## src/fosc_pkg.sv

```systemverilog
package fosc_pkg;

  localparam int COEFF_FRAC_BITS_DEF = 26;
  localparam int CORDIC_STAGES_DEF   = 28;
  localparam int SR_W   = 18;
  localparam int GAIN_W = 32;
  localparam int FC_W   = 17;
  localparam int CO_W   = 32;
  localparam int ST_W   = 2;
  localparam logic [SR_W-1:0] SR_RESET = 18'd48000;
  localparam logic [63:0] PI_Q60 = 64'h3243F6A8885A308D;

  localparam logic [ST_W-1:0] ST_OK  = 2'd0;
  localparam logic [ST_W-1:0] ST_INV = 2'd1;
  localparam logic [ST_W-1:0] ST_SAT = 2'd2;

  // Division pipeline: frac = (fc << 46) / fs
  localparam int FDIV_W  = 63;  // dividend width
  localparam int FDIV_ST = 63;

  // atan(2^-i) in Q60, truncated series
  function automatic logic signed [63:0] atan_q60(input int i);
    logic signed [63:0] sum;
    logic signed [63:0] term;
    int e;
    sum = '0;
    if (i == 0) begin
      sum = $signed(PI_Q60 >> 2);
    end else begin
      for (int k = 0; k < 31; k++) begin
        e = i * (2 * k + 1);
        if (e <= 60) begin
          term = $signed((64'd1 << (60 - e)) / 64'(2 * k + 1));
          if (k % 2 == 1) sum = sum - term;
          else sum = sum + term;
        end
      end
    end
    return sum;
  endfunction

  typedef struct packed {
    logic              high;
    logic              invalid;
    logic [GAIN_W-1:0] gain;
  } tag_t;

endpackage

```

## src/fosc_div_cell.sv

```systemverilog
// One restoring-division step per cell: quotient bit from dividend bit position POS.
module fosc_div_cell
  import fosc_pkg::*;
#(
  parameter int NW = 64,
  parameter int DW = 64,
  parameter int POS = 0,
  parameter int XW = 8
) (
  input  logic          clk,
  input  logic          en,
  input  logic [NW-1:0] num_in,
  input  logic [DW-1:0] den_in,
  input  logic [DW-1:0] rem_in,
  input  logic [NW-1:0] q_in,
  input  logic [XW-1:0] x_in,
  output logic [NW-1:0] num_out,
  output logic [DW-1:0] den_out,
  output logic [DW-1:0] rem_out,
  output logic [NW-1:0] q_out,
  output logic [XW-1:0] x_out
);
  logic [DW:0] sh;
  logic        ge;
  always_comb begin
    sh = {rem_in, num_in[POS]};
    ge = sh >= {1'b0, den_in};
  end
  always_ff @(posedge clk) begin
    if (en) begin
      num_out <= num_in;
      den_out <= den_in;
      rem_out <= ge ? DW'(sh - {1'b0, den_in}) : sh[DW-1:0];
      q_out   <= q_in | (NW'(ge) << POS);
      x_out   <= x_in;
    end
  end
endmodule

```

## config.mk

```make
export PLATFORM = sky130hd
export DESIGN_NAME = fosc_div_cell
export DESIGN_NICKNAME = d
export VERILOG_FILES = /design/src/fosc_pkg.sv /design/src/fosc_div_cell.sv
export SDC_FILE = /design/constraint.sdc
export NUM_CORES = 1
export LEC_CHECK = 0
export BUFFER_PORTS_ARGS = -buffer_cell sky130_fd_sc_hd__buf_4
export CAP_MARGIN = 20
export CORE_AREA = 2 2 208 210
export CTS_CLUSTER_DIAMETER = 50
export DETAILED_ROUTE_END_ITERATION = 8
export DIE_AREA = 0 0 210 212
export GPL_ROUTABILITY_DRIVEN = 0
export PLACE_DENSITY = 0.52
export SYNTH_ARGS = -nofsm -noshare
export SYNTH_HDL_FRONTEND = slang
export SYNTH_SLANG_ARGS = --single-unit
export TNS_END_PERCENT = 10
```

## constraint.sdc

```tcl
create_clock -name clk -period 4.6 [get_ports clk]
set_input_delay 0.46 -clock clk [delete_from_list [all_inputs] [get_ports clk]]
set_output_delay 0.46 -clock clk [all_outputs]
set_load 0.02 [all_outputs]
```

# Yosys cells after proc, flatten, opt, wreduce, memory -nomap -nowiden
# Index checks and enable logic that the tools add are counted.
[op_classes]
muxes = 1
n_addsub = 1
bitwise_logic = 1
n_lt_le_gt_ge = 1
[op_table]
columns = ["operator", "n"]
rows = [
  [">= comparator 65 x 64 -> 1 bit", 1],
  ["2-to-1 mux 64 bit", 1],
  ["OR 64 x 1 -> 64 bit", 1],
  ["subtractor 64 bit", 1],
]
[word_totals]
ff_bits = 264
inputBits = 266

# Depth between registers and ports, before layout
# Gate-level depths: netlist (run 1).
[logic_depth]
ltp_word = 2
mapped_depth = 16
mapped_depth_nobuf = 14

# Worst setup path before layout (run 1)
# No wires, ideal clock.
[synth_path]
kind = "input -> register"
startpoint = "input num_in[0]"
endpoint = "register rem_out[50] (data pin)"
t_arrival_ns = 3.063
setup_slack_ns = 1.278
setup_time_ns = 0.260
cell_stages = 14
cell_sequence = "inv_1 > ha_1 > inv_1 > fa_1 > a21o_1 > a221o_2 > a22oi_2 > a211oi_2 > o22ai_2 > o31ai_4 > a221oi_4 > o21bai_1 > xnor2_1 > mux2_2"
[synth_between]
elab_chain_len = 2
elab_cells_between_ends = 3
[synth_rtl]
columns = ["item", "line", "rtl"]
rows = [
  ["start: declaration", "fosc_div_cell.sv:12", "input logic [NW-1:0] num_in,"],
  ["subtractor 64 bit or >= comparator 65 x 64 -> 1 bit (tied branches)", "fosc_div_cell.sv:33, fosc_div_cell.sv:27", ""],
  ["2-to-1 mux 64 bit (*)", "fosc_div_cell.sv:33", "rem_out <= ge ? DW'(sh - {1'b0, den_in}) : sh[DW-1:0];"],
  ["end signal: assignment", "fosc_div_cell.sv:33", ""],
  ["end: declaration", "fosc_div_cell.sv:19", "output logic [DW-1:0] rem_out,"],
]
# Every way passes the cells marked *; elsewhere a longest branch is shown, timed or not.
# A chain may end at the register's enable or synchronous reset.

# Final worst setup path (run 1)
[layout_path]
startpoint = "input num_in[0]"
endpoint = "register rem_out[60] (data pin)"
# Same word-level chain as after synthesis.

==> impl_metrics.yaml, run 1 <==
run_status:
  status: "finished clean"
placement:
  dpl_worst_slack_ns: 0.588
  dp_hpwl_um: 36100
  io_buffers: 529
  dpl_cell_area_um2: 17400
critical_path:
  critPathMaxFanout: 5
  crit_path_start_kind: "input pin"
  worstPathRequired_ns: 4.86
  worstPathArrival_ns: 3.75
  critPathKind: "input pin to flop"
  endpoint_kind: "flop"
timing:
  hold_ws_ns: 0.0813
  period_needed_ns: 3.49
  hold_viol_final: 0
  timing.setup.tns_ns: 0
  min_period_over_period_pct: 75.9
  slew_headroom_pct: 42.6
  final-setup-viol-count: 0
  drv_slew: 0
  worst_slew_pin_slew_ns: 0.840
  clock.fmax_mhz: 286
  setup_ws_ns: 1.11
  rsz0062_at_grt: "false"
synth:
  yosys_warnings: 0
  synth_edf_count: 264
  synth-async-reset-ratio_pct: 0
  synth_flop_cell: "edfxtp_1"
  ys_seq_area_share_pct: 61.8
  synth.distinct_cells: 76
  synth_nets: 1350
  avgSynthCellArea_um2: 12.6
  syn-instance-count: 1019
  synth-seq-cells: 264
  netlist_area_um2: 12800
global_routing:
  grt_overflow_total: 0
  antenna_found_initial: 2
  grt_max_degree: 124
  grt_pass1_wl_um: 64200
  first_global_vias: 10212
  grtUsageTotal_pct: 19.4
clock_tree:
  cts-resized-gates: 0
  cts_made_buffers: 42
  root_buffer: "clkbuf_16"
  h-tree-depth: 2
  clockBufferDepth: 3
  cts_setup_buffers: 0
  cts.sinks: 264
  clk_pin_slew_ns: 0.06
  cts_tree: "yes"
  hold_buffers: 0
power_and_ir_drop:
  sw_frac_of_total_pct: 28.9
  p_per_area_nw_per_um2: 415
  p_clk_share_pct: 38.9
  p_leak_nw: 8.03
  max-vdd-ir-drop_uv: 313
  p_switching_mw: 2.25
  p_int_mw: 5.52
  pwr-share-comb_pct: 22.3
  p_seq_share_pct: 38.8
final_layout:
  fillers: 4050
  layout_common_cells: "buf_4 (533), edfxtp_1 (264), a21oi_1 (123), nor2_1 (88), inv_1 (84)"
  nets: 1891
  register_area_um2: 7930
  syn2layout_area_growth_pct: 45.8
  final_area_um2: 18700
  drive_above_1_share_pct: 41.2
  layout.cells.most_common: "buf_4"
  multi_input_area_um2: 4350
floorplanning:
  row_count: 76
  die-area_um2: 44500
  die_w_um: 210
  initial_utilization_pct: 30.2
  fp.coreArea_um2: 42500
  die_h_um: 212
  io_pins: 530
hold_path:
  holdCritPathClass: "input pin to flop"
route:
  avgRoutedWirePerCell_um: 21.1
  drt-initial-drc-count: 666
  drtAntennaViolNets: 0
  via_count: 10173
  viasPerCell: 4.76
  drt-total-wl_um: 45200
  dr.pass1.iters: 8
  drc_errors: 0
run:
  maxCapViolCount: 0
==> power by group through the flow <==
| stage | Combinational [mW] | Sequential, mW | Clock (mW) |
|---|---|---|---|
| 6_report | 1.73 | 3.01 | 3.02 |
| 5_1_grt | 1.86 | 3.04 | 3.20 |
| 4_1_cts | 1.75 | 3.02 | 3.13 |
| 3_5_place_dp | 1.75 | 3.06 | 0 |
| 3_3_place_gp | 1.74 | 3.06 | 0 |
| 2_1_floorplan | 0.614 | 3.36 | 0 |
==> state kept, by name (all words and copies together), names as in the netlist <==
register,count
den_out,64
num_out,64
q_out,64
rem_out,64
x_out,8
==> cell usage after synthesis, types with 3 or more instances <==
cell type	count	share of area [%]
a211oi_1	4	0.23
edfxtp_1	264	62
o21bai_1	16	0.94
o211ai_1	4	0.23
o21a_1	5	0.29
ha_1	64	6.2
or3_1	4	0.20
nand2_1	47	1.4
a31oi_1	4	0.20
o21ai_2	3	0.20
and3_1	6	0.29
xnor2_1	41	2.8
xor2_1	19	1.3
buf_2	12	0.47
mux2_2	14	1.2
a21o_1	25	1.5
o21ai_1	5	0.20
nand3_1	12	0.47
nor2b_1	3	0.15
nor3_1	6	0.23
o221ai_1	4	0.27
clkbuf_1	16	0.47
buf_6	5	0.44
o21ai_0	33	1.3
nor2_1	88	2.6
a21oi_1	123	4.8
nand4_1	25	1.2
nor4_1	5	0.24
buf_4	6	0.35
inv_1	84	2.5
a21oi_2	9	0.61
nand3b_1	4	0.23
a2111oi_0	3	0.20
nand2b_1	3	0.15
==> cell families (layout without fill, tap and decap cells) <==
group,Yosys count,in the layout,share of synthesized area (%)
compound gates,272,272,13.9
xor+xnor,60,60,4.10
fa+ha+maj,65,65,6.40
buf+inv,125,695,4.38
flops,264,264,61.8
mux,15,15,1.35
other cells,0,2,0
simple gates,218,218,8.07
==> final cells by class <==
class | count | share of cell area [%]
Clock inverter | 26 | 1.27
Antenna cell | 2 | 0.0268
Timing Repair Buffer | 538 | 21.9
Clock buffer | 47 | 5.83
Tap cell | 546 | 3.65
Multi-Input combinational cell | 630 | 23.2
Inverter | 84 | 1.69
Sequential cell | 264 | 42.4
==> worst max-delay path, stage by stage <==
cell	delay, ns
buf_4	0.12
inv_1	0.05
ha_1	0.19
inv_1	0.07
fa_1	0.41
a21o_1	0.19
a221o_2	0.38
a22oi_2	0.46
a2111oi_0	0.20
nor3_1	0.38
o21ai_2	0.17
a21oi_1	0.28
o21ai_0	0.16
xnor2_1	0.15
a21oi_1	0.08
==> worst paths after layout <==
path | start | end | depth (start not counted)
setup / recovery | num_in[0] | rem_out[60] | 15
hold / removal | num_in[31] | num_out[31] | 1
==> through the flow <==
step	total power [mW]	utilization (%)	std cells
6_report	7.77	44.0	2137
5_1_grt	8.10	44.0	2137
4_1_cts	7.90	44.0	2135
3_5_place_dp	4.81	40.9	2062
3_3_place_gp	4.80	40.9	2062
2_1_floorplan	3.98	-	1019
==> layer usage <==
metal  vias up  track usage, %  wire length (um)
li1       4882               -                 -
met1      4874            22.7             18000
met2       366            34.4             23100
met3        51            5.82              3270
met4         0            5.23               865
met5         -               0                 0
No activity file was read; power rests on OpenSTA's default activity.
==> run 2: changes to the inputs <==
Clock period 4.6 ns to 3.3 ns, I/O delays scaled along.
==> impl_metrics.yaml, run 2 (synthesis gave the netlist of run 1 again) <==
route:
  via_count: 11475
  viasPerCell: 4.68
  drt-total-wl_um: 48300
  drt-initial-drc-count: 729
  drtAntennaViolNets: 0
  dr.pass1.iters: 5
  drc_errors: 0
  avgRoutedWirePerCell_um: 19.7
final_layout:
  layout.cells.most_common: "buf_4"
  multi_input_area_um2: 4360
  register_area_um2: 7930
  nets: 2204
  layout_common_cells: "buf_4 (648), edfxtp_1 (264), dlygate4sd3_1 (197), a21oi_1 (123), nor2_1 (88)"
  fillers: 3747
  drive_above_1_share_pct: 40.7
  syn2layout_area_growth_pct: 68.3
  final_area_um2: 21600
clock_tree:
  clockBufferDepth: 3
  root_buffer: "clkbuf_16"
  h-tree-depth: 2
  cts.sinks: 264
  clk_pin_slew_ns: 0.06
  cts_made_buffers: 40
  cts_tree: "yes"
critical_path:
  critPathKind: "input pin to flop"
  crit_path_start_kind: "input pin"
  slowest_delay_ns: 0.56
  worstPathRequired_ns: 3.60
  critical-path-slowest-cell: "dlygate4sd3_1"
  worstPathArrival_ns: 3.45
  cp_cell_sequence: "dlygate4sd3_1, buf_4, inv_1, ha_1, a21o_1, a211oi_1, or3_1, a311o_1, o22ai_1, nor4_2, a211oi_2, a31oi_1, xnor2_1, mux2_2"
  cp_top_family: "compound AO/OA/AOI/OAI gates"
  critPathMaxFanout: 3
  crit_start: "den_in[28]"
  endpoint_kind: "flop"
  cp.buffers_inverters: 3
  critical_path_depth: 14
  endpoint: "rem_out[59]"
global_routing:
  antenna_found_initial: 5
  grt-busiest-layer: "met2"
  grt_pass1_wl_um: 70700
  grt_overflow_total: 0
  grtUsageTotal_pct: 21.0
  grt_use_met2_pct: 36.6
  met1_usage_pct: 24.9
  first_global_vias: 11888
  grt_max_degree: 86
  met3_usage_pct: 5.16
timing:
  worst_slew_pin_slew_ns: 0.774
  clock.fmax_mhz: 317
  final-setup-viol-count: 0
  hold_ws_ns: 0.0435
  drv_slew: 0
  min_period_over_period_pct: 95.6
  period_needed_ns: 3.15
  slew_headroom_pct: 47.1
  rsz0062_at_grt: "true"
  hold_viol_final: 0
power_and_ir_drop:
  p_leak_nw: 9.41
  p_per_area_nw_per_um2: 519
  power.total_mw: 11.2
  max-vdd-ir-drop_uv: 326
placement:
  io_buffers: 529
  dp_hpwl_um: 37000
  dpl_cell_area_um2: 18300
floorplanning:
  row_count: 76
  io_pins: 530
  die-area_um2: 44500
  die_h_um: 212
  die_w_um: 210
  initial_utilization_pct: 30.2
  fp.coreArea_um2: 42500
run_status:
  status: "finished clean"
run:
  maxCapViolCount: 0
hold_path:
  holdCritPathClass: "input pin to flop"
[run 2: cell types whose count changed in the layout (fill, tap and decap cells not counted), sizes merged]
cell,previous run,this run
inv,94,93
clkinv,12,11
bufinv,2,3
buf,538,656
dlygate4sd3,0,197
clkbuf,47,46
diode,2,4
[run 2: through the flow]
stage                     setup TNS, ns  worst slack (ns)  utilization, %  instances
after floorplan                       0             0.108               -       1019
after global placement            -8.03            -0.421            43.0       2180
after detailed placement          -8.35            -0.424            43.0       2180
after CTS                             0             0.117            50.7       2448
after global routing           -0.00565          -0.00565            50.8       2452
final                                 0             0.146            50.8       2452
[run 2: power by group]
group / switching (mW) / leakage [nW] / internal (mW)
clock: 1.66 / 0.635 / 2.51
combinational: 1.48 / 6.19 / 1.34
sequential: 0.105 / 2.59 / 4.10
[run 2: worst min path at each step]
| stage | start | endpoint | slack [ns] | cells after the start |
|---|---|---|---|---|
| final | q_in[0] | q_out[0] | 0.04 | 2 |
| after global routing | q_in[0] | q_out[0] | 0.03 | 2 |
| after CTS | q_in[0] | q_out[0] | 0.008 | 2 |
| after detailed placement | q_in[59] | q_out[59] | 0.51 | 1 |
| after global placement | num_in[14] | num_out[14] | 0.51 | 1 |
| after floorplan | den_in[0] | den_out[0] | 0.43 | 0 |
[run 2: layout make-up]
type	count	share of cell area [%]
Antenna cell	4	0.0464
Clock buffer	46	4.74
Clock inverter	25	1.29
Inverter	84	1.46
Multi-Input combinational cell	630	20.2
Sequential cell	264	36.7
Tap cell	546	3.16
Timing Repair Buffer	853	32.4
[run 2: what timing repair did]
action | 4_1_cts | 5_1_grt
resized for setup | 0 | 3
buffers inserted | 0 | 0
hold endpoints to repair | 197 | 0
hold buffers | 197 | 0
setup endpoints to repair | 0 | 7
[run 2: per-layer routing]
layer,wire (um),share of wire (%)
met4,1970,4.1
met3,3070,6.3
met5,0,0
met1,19300,40
met2,24000,50
